**src/hdl/kdp_pkg.sv**
```systemverilog
// Shared types, codes and constants for the keyboard/display port.
`default_nettype none
package kdp_pkg;

   localparam int QUEUE_DEPTH_DEFAULT = 16;
   localparam int KEY_W               = 8;
   localparam int CHAR_W              = 7;

   localparam logic [KEY_W-1:0]  HIGH_BIT = 8'h80;
   localparam logic [CHAR_W-1:0] LOW7     = 7'h7F;

   typedef enum logic [1:0] {
      OP_READ  = 2'd0,
      OP_WRITE = 2'd1,
      OP_PUSH  = 2'd2
   } op_type;

   typedef enum logic [1:0] {
      SEL_KEY_DATA = 2'd0,
      SEL_KEY_CTRL = 2'd1,
      SEL_DSP_DATA = 2'd2,
      SEL_DSP_CTRL = 2'd3
   } sel_type;

   // Request from the decode stage to the key queue.
   typedef struct packed {
      logic             push;
      logic             pop;
      logic [KEY_W-1:0] push_data;
   } queue_cmd_type;

   // Queue occupancy seen by the decode stage.
   typedef struct packed {
      logic not_empty;
      logic multi;
      logic full;
   } queue_stat_type;

   // Decoded item held between the decode register and the result register.
   typedef struct packed {
      logic [KEY_W-1:0]  read_byte;
      logic              read_from_queue;
      logic              display_valid;
      logic [CHAR_W-1:0] display_char;
      logic              key_waiting;
      logic              key_dropped;
   } stage_type;

endpackage
`default_nettype wire

```
**src/hdl/kdp_queue.sv**
```systemverilog
// Key FIFO: storage array, head/tail pointers, count and registered read port.
`default_nettype none
module kdp_queue #(
   parameter int QUEUE_DEPTH = kdp_pkg::QUEUE_DEPTH_DEFAULT
) (
   input  wire logic                       clock,
   input  wire logic                       reset,
   input  wire kdp_pkg::queue_cmd_type     cmd,
   output      kdp_pkg::queue_stat_type    stat,
   output      logic [kdp_pkg::KEY_W-1:0]  rd_data
);

   localparam int IDX_W = (QUEUE_DEPTH > 1) ? $clog2(QUEUE_DEPTH) : 1;
   localparam int CNT_W = $clog2(QUEUE_DEPTH + 1);
   localparam logic [IDX_W-1:0] LAST_IDX  = IDX_W'(QUEUE_DEPTH - 1);
   localparam logic [CNT_W-1:0] FULL_CNT  = CNT_W'(QUEUE_DEPTH);
   localparam logic [CNT_W-1:0] ONE_CNT   = CNT_W'(1);

   logic [kdp_pkg::KEY_W-1:0] mem [QUEUE_DEPTH];
   logic [kdp_pkg::KEY_W-1:0] rd_data_ff;
   logic [IDX_W-1:0]          head_ff, head_in;
   logic [IDX_W-1:0]          tail_ff, tail_in;
   logic [CNT_W-1:0]          count_ff, count_in;

   always_comb begin
      head_in  = head_ff;
      tail_in  = tail_ff;
      count_in = count_ff;
      if (cmd.pop) begin
         head_in  = (head_ff == LAST_IDX) ? '0 : head_ff + ONE_CNT[IDX_W-1:0];
         count_in = count_ff - ONE_CNT;
      end
      if (cmd.push) begin
         tail_in  = (tail_ff == LAST_IDX) ? '0 : tail_ff + ONE_CNT[IDX_W-1:0];
         count_in = count_ff + ONE_CNT;
      end
   end

   always_ff @(posedge clock) begin
      if (reset) begin
         head_ff  <= '0;
         tail_ff  <= '0;
         count_ff <= '0;
      end else begin
         head_ff  <= head_in;
         tail_ff  <= tail_in;
         count_ff <= count_in;
      end
   end

   // Storage and read register; read data holds until the next pop.
   always_ff @(posedge clock) begin
      if (cmd.push) begin
         mem[tail_ff] <= cmd.push_data;
      end
      if (cmd.pop) begin
         rd_data_ff <= mem[head_ff];
      end
   end

   assign stat.not_empty = (count_ff != '0);
   assign stat.multi     = (count_ff > ONE_CNT);
   assign stat.full      = (count_ff == FULL_CNT);
   assign rd_data        = rd_data_ff;

   a_count_range: assert property (@(posedge clock) disable iff (reset)
      count_ff <= FULL_CNT)
      else $error("key queue count above depth");
   a_no_push_full: assert property (@(posedge clock) disable iff (reset)
      cmd.push |-> !stat.full)
      else $error("push into full key queue");
   a_no_pop_empty: assert property (@(posedge clock) disable iff (reset)
      cmd.pop |-> stat.not_empty)
      else $error("pop from empty key queue");
   a_empty_ptrs: assert property (@(posedge clock) disable iff (reset)
      (count_ff == '0) |-> (head_ff == tail_ff))
      else $error("empty key queue with unequal pointers");

endmodule
`default_nettype wire

```
**src/hdl/kdp_resp.sv**
```systemverilog
// Result register: merges queue read data into the decoded item and drives rsp.
`default_nettype none
module kdp_resp (
   input  wire logic                       clock,
   input  wire logic                       reset,
   input  wire logic                       stage_valid,
   input  wire kdp_pkg::stage_type         stage,
   input  wire logic [kdp_pkg::KEY_W-1:0]  queue_data,
   output      logic                       stage_ready,
   output      logic                       rsp_tvalid,
   input  wire logic                       rsp_tready,
   output      logic [23:0]                rsp_tdata,
   output      logic                       rsp_tuser
);

   logic                        valid_ff, valid_in;
   logic [kdp_pkg::KEY_W-1:0]   read_data_ff, read_data_in;
   logic                        dvalid_ff;
   logic [kdp_pkg::CHAR_W-1:0]  dchar_ff;
   logic                        waiting_ff;
   logic                        dropped_ff;
   logic                        load;

   assign stage_ready  = !valid_ff || rsp_tready;
   assign load         = stage_valid && stage_ready;
   assign valid_in     = load || (valid_ff && !rsp_tready);
   assign read_data_in = stage.read_from_queue ? queue_data : stage.read_byte;

   always_ff @(posedge clock) begin
      if (reset) begin
         valid_ff <= 1'b0;
      end else begin
         valid_ff <= valid_in;
      end
      if (load) begin
         read_data_ff <= read_data_in;
         dvalid_ff    <= stage.display_valid;
         dchar_ff     <= stage.display_char;
         waiting_ff   <= stage.key_waiting;
         dropped_ff   <= stage.key_dropped;
      end
   end

   assign rsp_tvalid = valid_ff;
   assign rsp_tdata  = {7'd0, dropped_ff, waiting_ff, dchar_ff, read_data_ff};
   assign rsp_tuser  = dvalid_ff;

   a_char_only_valid: assert property (@(posedge clock) disable iff (reset)
      (valid_ff && !dvalid_ff) |-> (dchar_ff == '0))
      else $error("display character without display_valid");
   a_hold_stalled: assert property (@(posedge clock) disable iff (reset)
      (valid_ff && !rsp_tready) |=> (valid_ff && $stable(read_data_ff)))
      else $error("stalled result changed");
   a_drop_no_read: assert property (@(posedge clock) disable iff (reset)
      (valid_ff && dropped_ff) |-> (read_data_ff == '0 && !dvalid_ff))
      else $error("dropped key item carries other results");

endmodule
`default_nettype wire

```
**src/hdl/keyboard_display_pia_top.sv**
```systemverilog
// Top level of the keyboard/display port: decode stage, key queue, result register.
//
// Usage:
//   req channel carries one item per handshake: a bus read, a bus write or a
//   key push (req_tuser selects kind and register). rsp returns exactly one
//   result item for every request item, in order.
//   An accepted item is held in the decode register, then in the result register,
//   which drives rsp. Throughput is one item per cycle: the decode register and
//   the result register each move on every cycle that the stage after them is
//   free, so back-to-back items flow without bubbles.
//   All state changes (control writes, FIFO push/pop) take effect at the edge
//   where the request is accepted; a pop also loads the FIFO read register, so
//   the popped key travels alongside its item to the result register.
//   Reset clears the control bytes and empties the FIFO; no clearing pass is
//   needed, stored keys are only read after being written.
//   When the receiver stalls, the result register holds, the decode register
//   fills, and req_tready drops after that; nothing is lost or repeated.
//   A push to a full FIFO is discarded and reported with key_dropped.
`default_nettype none
module keyboard_display_pia_top #(
   parameter int QUEUE_DEPTH = kdp_pkg::QUEUE_DEPTH_DEFAULT
) (
   input  wire logic        clock,
   input  wire logic        reset,
   input  wire logic        req_tvalid,
   output      logic        req_tready,
   input  wire logic [15:0] req_tdata,  // [7:0] write_data, [15:8] key_char
   input  wire logic [3:0]  req_tuser,  // [1:0] operation, [3:2] reg_select
   output      logic        rsp_tvalid,
   input  wire logic        rsp_tready,
   // [7:0] read_data, [14:8] display_char, [15] key_waiting, [16] key_dropped
   output      logic [23:0] rsp_tdata,
   output      logic        rsp_tuser   // [0] display_valid
);

   kdp_pkg::op_type          op;
   kdp_pkg::sel_type         sel;
   logic [kdp_pkg::KEY_W-1:0] wdata;
   logic [kdp_pkg::KEY_W-1:0] kchar;
   logic                      accept;

   kdp_pkg::queue_cmd_type    qcmd;
   kdp_pkg::queue_stat_type   qstat;
   logic [kdp_pkg::KEY_W-1:0] qdata;

   logic [kdp_pkg::KEY_W-1:0] key_ctrl_ff, key_ctrl_in;
   logic [kdp_pkg::KEY_W-1:0] dsp_ctrl_ff, dsp_ctrl_in;

   kdp_pkg::stage_type        stage_ff, stage_in;
   logic                      stage_valid_ff, stage_valid_in;
   logic                      stage_ready;

   // Unpack the request item.
   assign op    = kdp_pkg::op_type'(req_tuser[1:0]);
   assign sel   = kdp_pkg::sel_type'(req_tuser[3:2]);
   assign wdata = req_tdata[7:0];
   assign kchar = req_tdata[15:8];

   // Take a new item whenever the decode register is empty or draining.
   assign req_tready = !stage_valid_ff || stage_ready;
   assign accept     = req_tvalid && req_tready;

   // Decode: work out the register/FIFO effects and the result fields.
   always_comb begin
      qcmd        = '0;
      stage_in    = '0;
      key_ctrl_in = key_ctrl_ff;
      dsp_ctrl_in = dsp_ctrl_ff;
      qcmd.push_data = kchar | kdp_pkg::HIGH_BIT;
      unique case (op)
         kdp_pkg::OP_READ: begin
            unique case (sel)
               kdp_pkg::SEL_KEY_DATA: begin
                  // Pop the oldest key; an empty FIFO reads as zero.
                  qcmd.pop                 = qstat.not_empty;
                  stage_in.read_from_queue = qstat.not_empty;
               end
               kdp_pkg::SEL_KEY_CTRL: begin
                  stage_in.read_byte = key_ctrl_ff |
                                       (qstat.not_empty ? kdp_pkg::HIGH_BIT : '0);
               end
               kdp_pkg::SEL_DSP_DATA, kdp_pkg::SEL_DSP_CTRL: begin
                  // Display is always ready: return its control byte as is.
                  stage_in.read_byte = dsp_ctrl_ff;
               end
            endcase
         end
         kdp_pkg::OP_WRITE: begin
            unique case (sel)
               kdp_pkg::SEL_KEY_DATA: ;  // drop writes to key data
               kdp_pkg::SEL_KEY_CTRL: key_ctrl_in = wdata;
               kdp_pkg::SEL_DSP_DATA: begin
                  // Emit the character only when bit 7 is clear.
                  if ((wdata & kdp_pkg::HIGH_BIT) == '0) begin
                     stage_in.display_valid = 1'b1;
                     stage_in.display_char  = wdata[kdp_pkg::CHAR_W-1:0] & kdp_pkg::LOW7;
                  end
               end
               kdp_pkg::SEL_DSP_CTRL: dsp_ctrl_in = wdata;
            endcase
         end
         kdp_pkg::OP_PUSH: begin
            if (qstat.full) begin
               stage_in.key_dropped = 1'b1;
            end else begin
               qcmd.push = 1'b1;
            end
         end
         default: ;  // unused operation code: no effect
      endcase

      // FIFO occupancy after this item.
      priority if (qcmd.push) begin
         stage_in.key_waiting = 1'b1;
      end else if (qcmd.pop) begin
         stage_in.key_waiting = qstat.multi;
      end else begin
         stage_in.key_waiting = qstat.not_empty;
      end

      // Only an accepted item may change state.
      if (!accept) begin
         qcmd.push   = 1'b0;
         qcmd.pop    = 1'b0;
         key_ctrl_in = key_ctrl_ff;
         dsp_ctrl_in = dsp_ctrl_ff;
      end
   end

   assign stage_valid_in = accept || (stage_valid_ff && !stage_ready);

   always_ff @(posedge clock) begin
      if (reset) begin
         stage_valid_ff <= 1'b0;
         key_ctrl_ff    <= '0;
         dsp_ctrl_ff    <= '0;
      end else begin
         stage_valid_ff <= stage_valid_in;
         key_ctrl_ff    <= key_ctrl_in;
         dsp_ctrl_ff    <= dsp_ctrl_in;
      end
      if (accept) begin
         stage_ff <= stage_in;
      end
   end

   kdp_queue #(
      .QUEUE_DEPTH (QUEUE_DEPTH)
   ) u_queue (
      .clock   (clock),
      .reset   (reset),
      .cmd     (qcmd),
      .stat    (qstat),
      .rd_data (qdata)
   );

   kdp_resp u_resp (
      .clock       (clock),
      .reset       (reset),
      .stage_valid (stage_valid_ff),
      .stage       (stage_ff),
      .queue_data  (qdata),
      .stage_ready (stage_ready),
      .rsp_tvalid  (rsp_tvalid),
      .rsp_tready  (rsp_tready),
      .rsp_tdata   (rsp_tdata),
      .rsp_tuser   (rsp_tuser)
   );

   a_state_only_on_accept: assert property (@(posedge clock) disable iff (reset)
      !accept |=> ($stable(key_ctrl_ff) && $stable(dsp_ctrl_ff)))
      else $error("control byte changed without an item");
   a_queue_ops_exclusive: assert property (@(posedge clock) disable iff (reset)
      !(qcmd.push && qcmd.pop))
      else $error("push and pop in the same cycle");
   a_stage_holds: assert property (@(posedge clock) disable iff (reset)
      (stage_valid_ff && !stage_ready) |=> (stage_valid_ff && $stable(stage_ff)))
      else $error("stalled decode register changed");

endmodule
`default_nettype wire

```
**config.mk**
```make
export PLATFORM = sky130hd
export DESIGN_NAME = keyboard_display_pia_top
export DESIGN_NICKNAME = d
export VERILOG_FILES = /design/src/hdl/kdp_pkg.sv /design/src/hdl/kdp_queue.sv /design/src/hdl/kdp_resp.sv /design/src/hdl/keyboard_display_pia_top.sv
export SDC_FILE = /design/constraint.sdc
export NUM_CORES = 1
export LEC_CHECK = 0
export CORE_MARGIN = 3
export CORE_UTILIZATION = 35
export CTS_CLUSTER_SIZE = 40
export DETAILED_ROUTE_END_ITERATION = 6
export DONT_BUFFER_PORTS = 1
export GPL_TIMING_DRIVEN = 0
export HOLD_SLACK_MARGIN = 0.1
export PLACE_DENSITY = 0.53
export SYNTH_ARGS = -nofsm -noshare
export SYNTH_HDL_FRONTEND = slang
export SYNTH_SLANG_ARGS = --single-unit
```
**constraint.sdc**
```tcl
create_clock -name clock -period 3.1 [get_ports clock]
set_input_delay 0.62 -clock clock [delete_from_list [all_inputs] [get_ports clock]]
set_output_delay 0.62 -clock clock [all_outputs]
set_load 0.01 [all_outputs]
```
# Word-level counts from Yosys, hierarchy flattened
# Memory sizes are Yosys's and may differ from the RTL's. A register that Yosys moved wholly into a read port is not among the register bits.
# Cells that the tools add are included.
[word_totals]
regBits = 76
mem_bits_rw = 112
inputBits = 24
out_inout_bits = 27
memories = 1
[op_classes]
addsub = 4
n_lt_le_gt_ge = 1
eq_ne = 8
muxes = 17
n_bitwise = 1
reduce_logical = 22
[mem_list]
columns = ["memory", "words", "word_bits", "rd", "rd_ports_with_merged_regs", "wr", "line_no", "rtl"]
rows = [
  ["u_queue.mem", 16, 7, 1, 1, 1, "kdp_queue.sv:19", "logic [kdp_pkg::KEY_W-1:0] mem [QUEUE_DEPTH];"],
]
[ops]
columns = ["operator", "count"]
rows = [
  ["$mux 8", 3],
  ["$pmux 8 s2", 1],
  ["$mux 5", 2],
  ["$reduce_and 3->1", 3],
  ["$add 4x1->4 const B", 2],
  ["$eq 4x4->1 const B", 2],
  ["$logic_not 8->1", 1],
  ["$mux 1", 8],
  ["$mux 4", 2],
  ["$or 8x8->8", 1],
  ["$eq 2x2->1 const B", 3],
  ["$add 5x1->5 const B", 1],
  ["$eq 5x5->1 const B", 1],
  ["$gt 5x1->1 const B", 1],
  ["$reduce_bool 5->1", 1],
  ["$sub 5x1->5 const B", 1],
  ["$eq 2x1->1 const B", 2],
  ["$logic_and 1x1->1", 4],
  ["$logic_not 1->1", 4],
  ["$logic_not 2->1", 2],
  ["$logic_or 1x1->1", 4],
  ["$mux 2", 1],
  ["$reduce_and 2->1", 1],
  ["$reduce_bool 2->1", 1],
  ["$reduce_or 2->1", 1],
]

# Logic depth before layout (Yosys ltp)
# Gate-level depths: netlist of the first run.
[logic_depth]
depth_word = 7
ltp_mapped = 7

# Cells and area by module
# From an unflattened synthesis of the first run, not the netlist that was laid out.
[hier_totals]
cells_unflattened = 492
area_unflattened_um2 = 8325.5
[by_module_without_submodules]
columns = ["module", "n_inst", "cells_each", "area_per_inst_um2"]
rows = [
  ["kdp_queue", 1, 312, 5939.4],
  ["keyboard_display_pia_top", 1, 138, 1601.5],
  ["kdp_resp", 1, 42, 784.5],
]

# Worst setup path before layout of the first run
# No wires, ideal clock.
[synth_path]
path_kind = "input -> register"
from = "input rsp_tready"
to = "register u_resp.dchar_ff[0] (netlist name) (enable)"
arrival_time_ps = 2011
required_ps = 2679
path_slack_ps = 668
cell_stages = 2
path_buffers = 0
path_cell_list = "inv_1 -> a21boi_0"
[synth_between]
elab_chain_len = 2
[synth_rtl]
columns = ["element", "line_no", "rtl"]
rows = [
  ["start: declaration", "keyboard_display_pia_top.sv:30", "input wire logic rsp_tready,"],
  ["$logic_or 1x1->1", "kdp_resp.sv:24", "assign stage_ready = !valid_ff || rsp_tready;"],
  ["$logic_and 1x1->1", "kdp_resp.sv:25", "assign load = stage_valid && stage_ready;"],
  ["named net u_resp.load", "kdp_resp.sv:22", "logic load;"],
  ["end signal: assignment", "kdp_resp.sv:38", "dchar_ff <= stage.display_char;"],
  ["end: declaration", "kdp_resp.sv:19", "logic [kdp_pkg::CHAR_W-1:0] dchar_ff;"],
]
# The timed path passes the listed nets, and every way through them passes these cells.
# A chain may end at the register's enable or synchronous reset.

# Final worst setup path of the first run
[layout_path]
from = "register u_queue.count_ff[0]"
to = "memory u_queue.mem[8][4] (netlist name) (enable)"
[layout_between]
elab_chain_len = 6
[layout_rtl]
columns = ["element", "line_no", "rtl"]
rows = [
  ["start: declaration", "kdp_queue.sv:23", "logic [CNT_W-1:0] count_ff, count_in;"],
  ["start signal: assignment", "kdp_queue.sv:47", "count_ff <= count_in;"],
  ["$eq 5x5->1", "kdp_queue.sv:63", "assign stat.full = (count_ff == FULL_CNT);"],
  ["$mux 1", "keyboard_display_pia_top.sv:103", "if (qstat.full) begin"],
  ["$mux 1", "keyboard_display_pia_top.sv:70", "unique case (op)"],
  ["$mux 2", "keyboard_display_pia_top.sv:122", "if (!accept) begin"],
  ["$mux 1", "kdp_queue.sv:53", "if (cmd.push) begin"],
  ["$mux 1 (implied by the code)", "kdp_queue.sv:54", "mem[tail_ff] <= cmd.push_data;"],
  ["end: declaration", "kdp_queue.sv:19", ""],
]
# No other way between the ends.

==> results.ini, run 1 <==
[status]
status = finished, final reports clean

[placement]
gpl.final_weighted_congestion = 0.846
dp_hpwl_um = 10400
port_buffers = 0

[floorplanning]
initial_utilization_pct = 36.0
std_cell_rows = 53
floorplan.die.width_um = 154
placeableCoreArea_um2 = 21300
floorplan.die_area_um2 = 23700
pin_count = 51
chipHeight_um = 154

[logic_synthesis]
asyncSetResetFlopFracSynth_pct = 0
yosys.cell_count.top_type = edfxtp_1
synth.avg_cell_area_um2 = 15.8
count_of_mapped_cells_out_of_synthesis = 484
yosys-top-cells-count = 156 x edfxtp_1, 38 x nor2_1, 31 x dfxtp_1
yosysUniqueCellTypes = 59
synth_ff_type = edfxtp_1
synth-seq-area-share_pct = 69.3
synthDominantAreaCellType = edfxtp_1
synth.ff_latch_count = 187
synth.area.top_cells = edfxtp_1 61%, mux4_2 8.2%, dfxtp_1 8.1%
ys.warnings.count = 0
synth.top_cell.area_share_pct = 61.2
mappedNetlistArea_um2 = 7660
synth_edf_count = 156

[finish]
proportion_of_layout_cells_with_a_drive_suffix_above_1_pct = 18.8
synthToLayoutAreaGrowth_pct = 12.2
multi_input_area_um2 = 2150
finish.utilization_pct = 40.3
num-fill-cells = 1895
nNetsFinal = 542
register_area_um2 = 5310
antennaDiodeCount = 0

[clock_network]
cts.reportedPaths.clkPinSlew_ns = 0.07
number_of_clock_sinks = 187
cts.path.max_buffers = 2
tritoncts = built
cts_made_buffers = 17
cts_root_buffer = clkbuf_16
worst_skew_pair.late_latency_ns = 0.42
ctsHtreeMaxLevel = 4
cts_setup_buffers = 0

[hold_path]
hold_path.class = in2reg

[worst_setup_path]
critPathMaxStageDelay_ns = 0.67
crit_path_top_delay_cell = nor2_1
crit_path_max_fanout = 10
cp_cell_sequence = inv_1 -> ha_1 -> and4bb_1 -> nor4_2 -> buf_2 -> nand2_1 -> nor2_1
required_ns = 3.14
path_class = reg2reg
worstSetupEndpointType = register
critical_path.startpoint_type = register
worstPathArrival_ns = 2.83

[global_route]
grt_busiest_layer = met2
global_route.usage.total_pct = 13.4
grt_max_degree = 24
number_of_antenna_violations_at_the_first_check_in_global_routing = 0
use_met2_pct = 22.2
grtUsageMet3_pct = 2.90
grt_pass1_vias = 4137
grt.overflow.total = 0
grt_util_met1_pct = 17.4
grt_pass1_wl_um = 24000

[flow_run]
max_cap_viol_count = 0

[timing]
post-route-period-util_pct = 89.9
max_clk_rate_mhz = 359
rsz0062_at_grt = false
slew_worst_pin_ns = 0.985
fin_setup_tns_ns = 0
final-setup-viol-count = 0
final_setup_skew_ns = 0.0117
worst_slew_margin_rel_pct = 34.0
final_period_minus_worst_setup_slack_ns = 2.79
maxSlewViolCount = 0
final-hold-violation-count = 0

[power]
p_leak_nw = 2.86
worst_ir_drop_vdd_mv = 0.257
p_per_area_nw_per_um2 = 573

[detailed_routing]
dr.first_iter.drc_count = 286
detail_route.wl_per_cell_um = 19.3
drt_wl_total_um = 15400
vias = 4044
drt_pass1_iterations = 4
antenna_left = 0
drc = 0
route.detailed.vias_per_inst = 5.07

layer usage:
metal,wire length [µm],vias to the layer above
met5,0,-
met4,251,0
met3,695,16
met2,7720,93
met1,6730,2044
li1,-,1891
layout make-up:
class                   instances  area share, %
multi-input cells             254           25.0
well taps                     275           4.01
inverters                      15          0.685
clock buffers                  18           5.00
flip-flops and latches        187           61.8
plain buffers                  34           2.23
clock inverters                14           1.30
path summary, 6_finish.rpt:
| kind | startpoint | endpoint | slack [ns] | cells past startpoint |
|---|---|---|---|---|
| hold reg to reg | stage_ff[7] | u_resp.dchar_ff[5] | 0.42 | 0 |
| hold / removal | reset | u_queue.count_ff[3] | 0.27 | 1 |
| setup / recovery | u_queue.count_ff[0] | u_queue.mem[8][4] | 0.31 | 7 |
| setup reg to reg | u_queue.count_ff[0] | u_queue.mem[8][4] | 0.31 | 7 |
flip-flops by register name (all words and copies together), names as in the netlist:
| name | cells |
|---|---|
| u_queue.rd_data | 7 |
| key_ctrl_ff | 8 |
| stage_valid_ff | 1 |
| u_resp.read_data_ff | 8 |
| stage_ff | 19 |
| u_queue.mem | 112 |
| u_resp.rsp_tuser | 1 |
| u_queue.count_ff | 5 |
| u_queue.head_ff | 4 |
| u_resp.dchar_ff | 7 |
| dsp_ctrl_ff | 8 |
| u_resp.rsp_tvalid | 1 |
| u_resp.waiting_ff | 1 |
| u_queue.tail_ff | 4 |
| u_resp.dropped_ff | 1 |
worst max-delay path: cells and delay by family (launching register included):
kind / cells / cell delay [ns]
fa+ha+maj: 1 / 0.27
buf+inv: 2 / 0.41
flops: 1 / 0.41
simple gates: 4 / 1.32
stage by stage:
step                      area (µm²)  hold slack (ns)  power (mW)  setup WS (ns)  instances
after floorplan                 7680            0.400        2.94          0.668        490
after global placement          8020            0.401        2.98         0.0900        765
after detailed placement        8030            0.406        2.98         0.0398        765
after CTS                       8570            0.246        4.98         0.0170        797
after global routing            8590            0.248        5.10          0.151        797
final                           8590            0.265        4.92          0.314        797
cell usage in the layout (no fill, tap or decap), types with 8 or more instances in the layout:
cell type and instances:
edfxtp_1 156, nor2_1 38, dfxtp_1 31, a21oi_1 30
mux4_2 28, mux2i_1 23, nand2_1 19, clkbuf_16 17
clkbuf_1 13, inv_1 13, buf_4 10, nor2b_1 9
ha_1 9, and2_1 8, o21ai_0 8
cell families (layout without fill, tap and decap cells):
| kind of cell | after synthesis | count (layout) | share of synthesized area, % |
|---|---|---|---|
| DFF | 187 | 187 | 69.3 |
| other | 1 | 7 | 0.0490 |
| AOI/OAI and AO/OA | 62 | 62 | 4.92 |
| and+or+nand+nor | 114 | 114 | 8.28 |
| xor gates and xnor gates | 4 | 4 | 0.458 |
| adders and majority gates | 9 | 9 | 1.47 |
| muxes | 58 | 58 | 12.3 |
| buffers and inverters | 49 | 81 | 3.27 |
where the power goes:
group / switching [mW] / internal (mW) / leakage [nW]
logic: 0.0896 / 0.0612 / 0.917
clock network: 0.953 / 1.04 / 0.261
registers: 0.0192 / 2.76 / 1.69
total: 1.06 / 3.86 / 2.86
timing repair:
action | 4_1_cts | 5_1_grt
hold buffers | 0 | 0
resized for setup | 0 | 4
endpoints found under the setup margin | 0 | 28
(Power assumes the default switching activity.)
==> run 2, diff against run 1 <==
- ABC_AREA: default -> 1
- HOLD_SLACK_MARGIN: 0.1 -> 0.03
- PLACE_DENSITY: 0.53 -> default
- PLACE_DENSITY_LB_ADDON: default -> 0.15
==> results.ini, run 2 <==
[status]
status = finished, final reports clean

[clock_network]
cts.reportedPaths.clkPinSlew_ns = 0.07  ; about the same
cts-resized-gates = 0  ; unchanged
cts.path.max_buffers = 2  ; unchanged
number_of_clock_sinks = 187  ; unchanged
tritoncts = built
cts_root_buffer = clkbuf_16
cts_made_buffers = 17  ; unchanged
cts_setup_buffers = 0  ; unchanged
holdBufCountCts = 0  ; unchanged
worst_skew_pair.late_latency_ns = 0.43  ; about the same
ctsHtreeMaxLevel = 4  ; unchanged

[finish]
largest_register = u_queue.mem
proportion_of_layout_cells_with_a_drive_suffix_above_1_pct = 11.4  ; -7.3 points
antennaDiodeCount = 0  ; unchanged
final_common_cell = edfxtp_1
top_regs = u_queue.mem: 112 flops, stage_ff: 19 flops
final_cell_mix = 156 x edfxtp_1, 153 x nand2_1, 67 x nor2_1
nNetsFinal = 729  ; +35%
largest_register_ffs = 112  ; unchanged
synthToLayoutAreaGrowth_pct = 11.9

[logic_synthesis]
mappedNetlistArea_um2 = 7710  ; +0.74%
synthDominantAreaCellType = edfxtp_1
synth.avg_cell_area_um2 = 11.5  ; -27%
yosys.cell_count.top_type = edfxtp_1
synth-seq-area-share_pct = 68.8  ; -0.51 points
ys.warnings.count = 0  ; unchanged
yosys-top-cells-count = 156 x edfxtp_1, 153 x nand2_1, 67 x nor2_1
synth_edf_count = 156  ; unchanged
asyncSetResetFlopFracSynth_pct = 0  ; unchanged
synth.area.top_cells = edfxtp_1 61%, dfxtp_1 8.0%, nand2_1 7.4%
synth.top_cell.area_share_pct = 60.7  ; -0.45 points
synth_ff_type = edfxtp_1
synth.ff_latch_count = 187  ; unchanged
yosysUniqueCellTypes = 35  ; -41%
count_of_mapped_cells_out_of_synthesis = 671  ; +39%

[detailed_routing]
dr.first_iter.drc_count = 257  ; -10%
route.detailed.vias_per_inst = 4.94  ; -2.6%
drc = 0  ; unchanged
drt_pass1_iterations = 5  ; +1
detail_route.wl_per_cell_um = 17.7  ; -8.4%
antenna_left = 0  ; unchanged
vias = 4862  ; +20%
drt_wl_total_um = 17400  ; +13%

[timing]
whs_ns = 0.278  ; +0.0130 ns
final-setup-viol-count = 0  ; unchanged
fin_setup_tns_ns = 0  ; unchanged
final_setup_skew_ns = 0.0152  ; +0.00345 ns
slew_worst_pin_ns = 0.941  ; -0.0444 ns
max_clk_rate_mhz = 405  ; +13%
rsz0062_at_grt = false
worst_slew_margin_rel_pct = 37.3  ; +3.3 points
post-route-period-util_pct = 79.7  ; -10 points
final_period_minus_worst_setup_slack_ns = 2.47  ; -0.316 ns
maxSlewViolCount = 0  ; unchanged
final-hold-violation-count = 0  ; unchanged

[worst_setup_path]
required_ns = 3.16  ; +0.02 ns
critical_path.startpoint_type = register
crit_path_top_delay_cell = nor2_1
worstPathArrival_ns = 2.53  ; -0.30 ns
worstSetupEndpointType = register
critPathMaxStageDelay_ns = 0.60  ; -0.07 ns
crit_path_max_fanout = 10  ; unchanged
path_class = reg2reg
cp_cell_sequence = inv_1 -> ha_1 -> nand3_4 -> nand2_2 -> nor2_2 -> buf_6 -> nand2_1 -> nor2_1

[global_route]
number_of_antenna_violations_at_the_first_check_in_global_routing = 0  ; unchanged
grt_max_degree = 29  ; +21%
global_route.usage.total_pct = 14.9  ; +1.4 points
grt.overflow.total = 0  ; unchanged
grt_pass1_vias = 4775  ; +15%
grt_pass1_wl_um = 27400  ; +14%

[hold_path]
hold_path.class = in2reg

[power]
design_power_total_mw = 4.98  ; +1.2%
clkPwrFrac_pct = 40.8  ; +0.2 points
comb_power_share_pct = 3.5  ; +0.4 points
internal_power_mw = 3.86  ; about the same
seqPwrFrac_pct = 55.8  ; -0.6 points
worst_ir_drop_vdd_mv = 0.364  ; +42%
switching_power_of_the_nets_mw = 1.12  ; +5.7%
p_per_area_nw_per_um2 = 577  ; +0.73%
p_leak_nw = 3.09  ; +7.9%
p_sw_share_pct = 22.5  ; +0.95 points

[floorplanning]
pin_count = 51  ; unchanged
std_cell_rows = 53  ; unchanged
placeableCoreArea_um2 = 21400  ; +0.31%
chipHeight_um = 154  ; +0.35%
initial_utilization_pct = 36.1  ; +0.15 points
floorplan.die_area_um2 = 23900  ; +0.71%
floorplan.die.width_um = 154  ; +0.35%

[placement]
port_buffers = 0  ; unchanged
gpl.final_weighted_congestion = 0.849  ; +0.34%
dp_hpwl_um = 12100  ; +16%

[flow_run]
max_cap_viol_count = 0  ; unchanged

-- run 2: cell count changes in the layout (fill, tap and decap cells not counted), moves of 8 or more --
cell and delta:
nand2_1 +134, nand3_1 +39, o21ai_0 +33, nor2_1 +29, mux4_2 -28, mux2i_1 -23
inv_1 +22, o221ai_1 +14, o22ai_1 +12, nor2b_1 -9, and2_1 -8
-- run 2: logic make-up after synthesis --
family	after synthesis	share of synthesized area, %
simple gates	284	16.1
flops	187	68.8
compound gates	109	8.18
buf+inv	75	4.74
fa+ha+maj	9	1.46
xor+xnor	6	0.681
other cells	1	0.0486
-- run 2: worst paths after layout --
path / start / to / slack, ns / cells past startpoint
max: u_queue.count_ff[0] / u_queue.mem[4][0] / 0.63 / 8
max reg2reg: u_queue.count_ff[0] / u_queue.mem[4][0] / 0.63 / 8
min: req_tdata[13] / u_queue.mem[15][5] / 0.28 / 0
min reg2reg: stage_ff[3] / u_resp.dchar_ff[1] / 0.42 / 0
-- run 2: routing by layer --
metal / vias up / share of wire, % / global-route usage (%)
met1: 2371 / 47 / 20.3
met4: 0 / 1.3 / 4.12
met3: 14 / 4.8 / 3.89
met5: - / 0 / 0
li1: 2369 / - / -
met2: 108 / 47 / 23.6
-- run 2: power by group through the flow --
| stage | registers, mW | logic (mW) | clock network (mW) |
|---|---|---|---|
| 6_report | 2.78 | 0.174 | 2.03 |
| 5_1_grt | 2.78 | 0.195 | 2.17 |
| 3_3_place_gp | 2.83 | 0.171 | 0 |
| 2_1_floorplan | 2.83 | 0.133 | 0 |
| 4_1_cts | 2.78 | 0.175 | 2.07 |
| 3_5_place_dp | 2.84 | 0.174 | 0 |
-- run 2: worst max-delay path: cells and delay by family, from the launching register on --
kind                     cells  cell delay [ns]
flip-flops                   1             0.43
adder cells (fa/ha/maj)      1             0.26
AND/OR/NAND/NOR              5             1.11
buffers and inverters        2             0.30
-- run 2: area by class of cell --
cell class | instances | area, µm²
fill | 2054 | 12700
sequential | 187 | 5310
multi-input combinational | 415 | 2070
clock buffer | 19 | 433
tap | 275 | 344
buffer | 37 | 221
inverter | 38 | 144
clock inverter | 13 | 114
-- run 2: through the flow --
step	worst slack (ns)	utilization, %	cells	cell area, µm²
5_1_grt	0.440	40.4	984	8630
3_3_place_gp	0.643	37.8	952	8080
4_1_cts	0.590	40.4	984	8630
3_5_place_dp	0.605	37.9	952	8080
6_report	0.629	40.4	984	8630
2_1_floorplan	1.11	-	677	7740
==> run 3, diff against run 2 <==
- clock period: 3.1 -> 2.2 ns (I/O delays scaled with it)
==> results.ini, run 3 (synthesis gave the netlist of run 2 again) <==
[placement]
dp_hpwl_um = 12100  ; unchanged
gpl.final_weighted_congestion = 0.849  ; unchanged
port_buffers = 0  ; unchanged

[finish]
largest_register = u_queue.mem
num-fill-cells = 2037  ; -0.83%
largest_register_ffs = 112  ; unchanged
nNetsFinal = 731  ; +0.27%
finish.utilization_pct = 41.2  ; +0.80 points
antennaDiodeCount = 0  ; unchanged
synthToLayoutAreaGrowth_pct = 14.1
final_common_cell = edfxtp_1
top_regs = u_queue.mem: 112 flops, stage_ff: 19 flops
final_cell_mix = 156 x edfxtp_1, 150 x nand2_1, 52 x nor2_1
proportion_of_layout_cells_with_a_drive_suffix_above_1_pct = 14.5  ; +3.1 points

[power]
worst_ir_drop_vdd_mv = 0.508  ; +39%
p_leak_nw = 3.12  ; +0.88%
p_per_area_nw_per_um2 = 798  ; +38%
design_power_total_mw = 7.02  ; +41%

[worst_setup_path]
path_class = reg2reg
critical_path.startpoint_type = register
crit_path_top_delay_cell = dfxtp_1
cp_cell_sequence = inv_1 -> ha_1 -> nand3_4 -> nand2_2 -> nor2_2 -> buf_6 -> nand2_2 -> nor2_4
worstSetupEndpointType = register
critical_path.n_buffers_inverters = 2  ; unchanged
critPathMostFrequentCell = nand2_2
crit_path_max_fanout = 10  ; unchanged
critPathMaxStageDelay_ns = 0.40  ; -0.20 ns
required_ns = 2.31  ; -0.85 ns
critPathTopFamily = simple AND/OR/NAND/NOR gates
worstPathArrival_ns = 2.19  ; -0.34 ns

[clock_network]
cts_root_buffer = clkbuf_16
number_of_clock_sinks = 187  ; unchanged
worst_skew_pair.late_latency_ns = 0.43  ; about the same
ctsHtreeMaxLevel = 4  ; unchanged
cts_made_buffers = 17  ; unchanged
cts.path.max_buffers = 2  ; unchanged
tritoncts = built
holdBufCountCts = 0  ; unchanged
cts.reportedPaths.clkPinSlew_ns = 0.07  ; about the same

[timing]
final_period_minus_worst_setup_slack_ns = 2.07  ; -0.396 ns
final-setup-viol-count = 0  ; unchanged
final_setup_skew_ns = 0.0172  ; +0.00202 ns
maxSlewViolCount = 0  ; unchanged
final-hold-violation-count = 0  ; unchanged
max_clk_rate_mhz = 482  ; +19%
whs_ns = 0.0993  ; -0.179 ns
worst_slew_margin_rel_pct = 37.3  ; about the same
post-route-period-util_pct = 94.3  ; +15 points
fin_setup_tns_ns = 0  ; unchanged
slew_worst_pin_ns = 0.940  ; -0.000162 ns

[global_route]
grt_pass1_wl_um = 27500  ; +0.40%
grt_max_degree = 29  ; unchanged
global_route.usage.total_pct = 14.9  ; +0.054 points
grt_pass1_vias = 4786  ; +0.23%
grt.overflow.total = 0  ; unchanged
number_of_antenna_violations_at_the_first_check_in_global_routing = 0  ; unchanged

[detailed_routing]
drt_pass1_iterations = 4  ; -1
antenna_left = 0  ; unchanged
route.detailed.vias_per_inst = 4.94  ; about the same
drt_wl_total_um = 17400  ; +0.15%
drc = 0  ; unchanged
dr.first_iter.drc_count = 260  ; +1.2%
vias = 4873  ; +0.23%
detail_route.wl_per_cell_um = 17.7  ; about the same

[floorplanning]
pin_count = 51  ; unchanged
floorplan.die_area_um2 = 23900  ; unchanged
chipHeight_um = 154  ; unchanged
initial_utilization_pct = 36.1  ; unchanged
std_cell_rows = 53  ; unchanged
placeableCoreArea_um2 = 21400  ; unchanged
floorplan.die.width_um = 154  ; unchanged

[hold_path]
hold_path.class = in2reg

[flow_run]
max_cap_viol_count = 0  ; unchanged

[status]
status = finished, final reports clean

## run 3: cell types whose count changed in the layout (fill, tap and decap cells not counted)
cell     before  now
nand3_1      42   41
dfxtp_2       0    1
nand3_2       3    4
nor2_4        4   19
nand2_1     153  150
nand2_4       2    3
nand2_2       6    8
buf_12        0    2
dfxtp_1      31   30
nor2_1       67   52
## run 3: worst register-to-register path, delay by kind of cell (launching register included)
kind | cells | cell delay (ns)
adders and majority gates | 1 | 0.24
DFF | 1 | 0.40
buffers and inverters | 2 | 0.30
and+or+nand+nor | 5 | 0.83
## run 3: area by class of cell
cell class	instances	area (µm²)	share of cell area [%]
clock inverters	13	114	1.29
multi-input cells	415	2200	25.0
inverters	38	144	1.63
plain buffers	37	221	2.52
clock buffers	19	433	4.92
well taps	275	344	3.91
flip-flops and latches	187	5310	60.3
repair buffers	2	40.0	0.455
## run 3: final timing paths
path,from,to,slack (ns),cells after the start
setup / recovery,u_queue.count_ff[1],u_queue.mem[0][1],0.13,8
setup reg to reg,u_queue.count_ff[1],u_queue.mem[0][1],0.13,8
hold reg to reg,stage_ff[3],u_resp.dchar_ff[1],0.42,0
hold / removal,req_tdata[13],u_queue.mem[15][5],0.1,0
## run 3: stage by stage
step | cell area (µm²) | cells | setup WS [ns]
final | 8800 | 986 | 0.126
after global routing | 8800 | 986 | -0.0158
after CTS | 8710 | 985 | -0.145
after detailed placement | 8080 | 952 | -0.295
after global placement | 8080 | 952 | -0.257
after floorplan | 7740 | 677 | 0.268
## run 3: per-layer routing
metal	wire length [µm]	GRT usage, %
met5	0	0
met2	8210	23.6
met4	208	4.12
met3	894	3.92
met1	8120	20.4
## run 3: repair_timing
action                     in CTS  in global routing
buffers inserted                1                  1
pin swaps                       1                  5
gates resized for setup        19                 17
setup endpoints to repair     105                113
## run 3: report_power, final
group | internal, mW | switching (mW)
clock network | 1.48 | 1.38
logic | 0.0787 | 0.172
registers | 3.89 | 0.0296
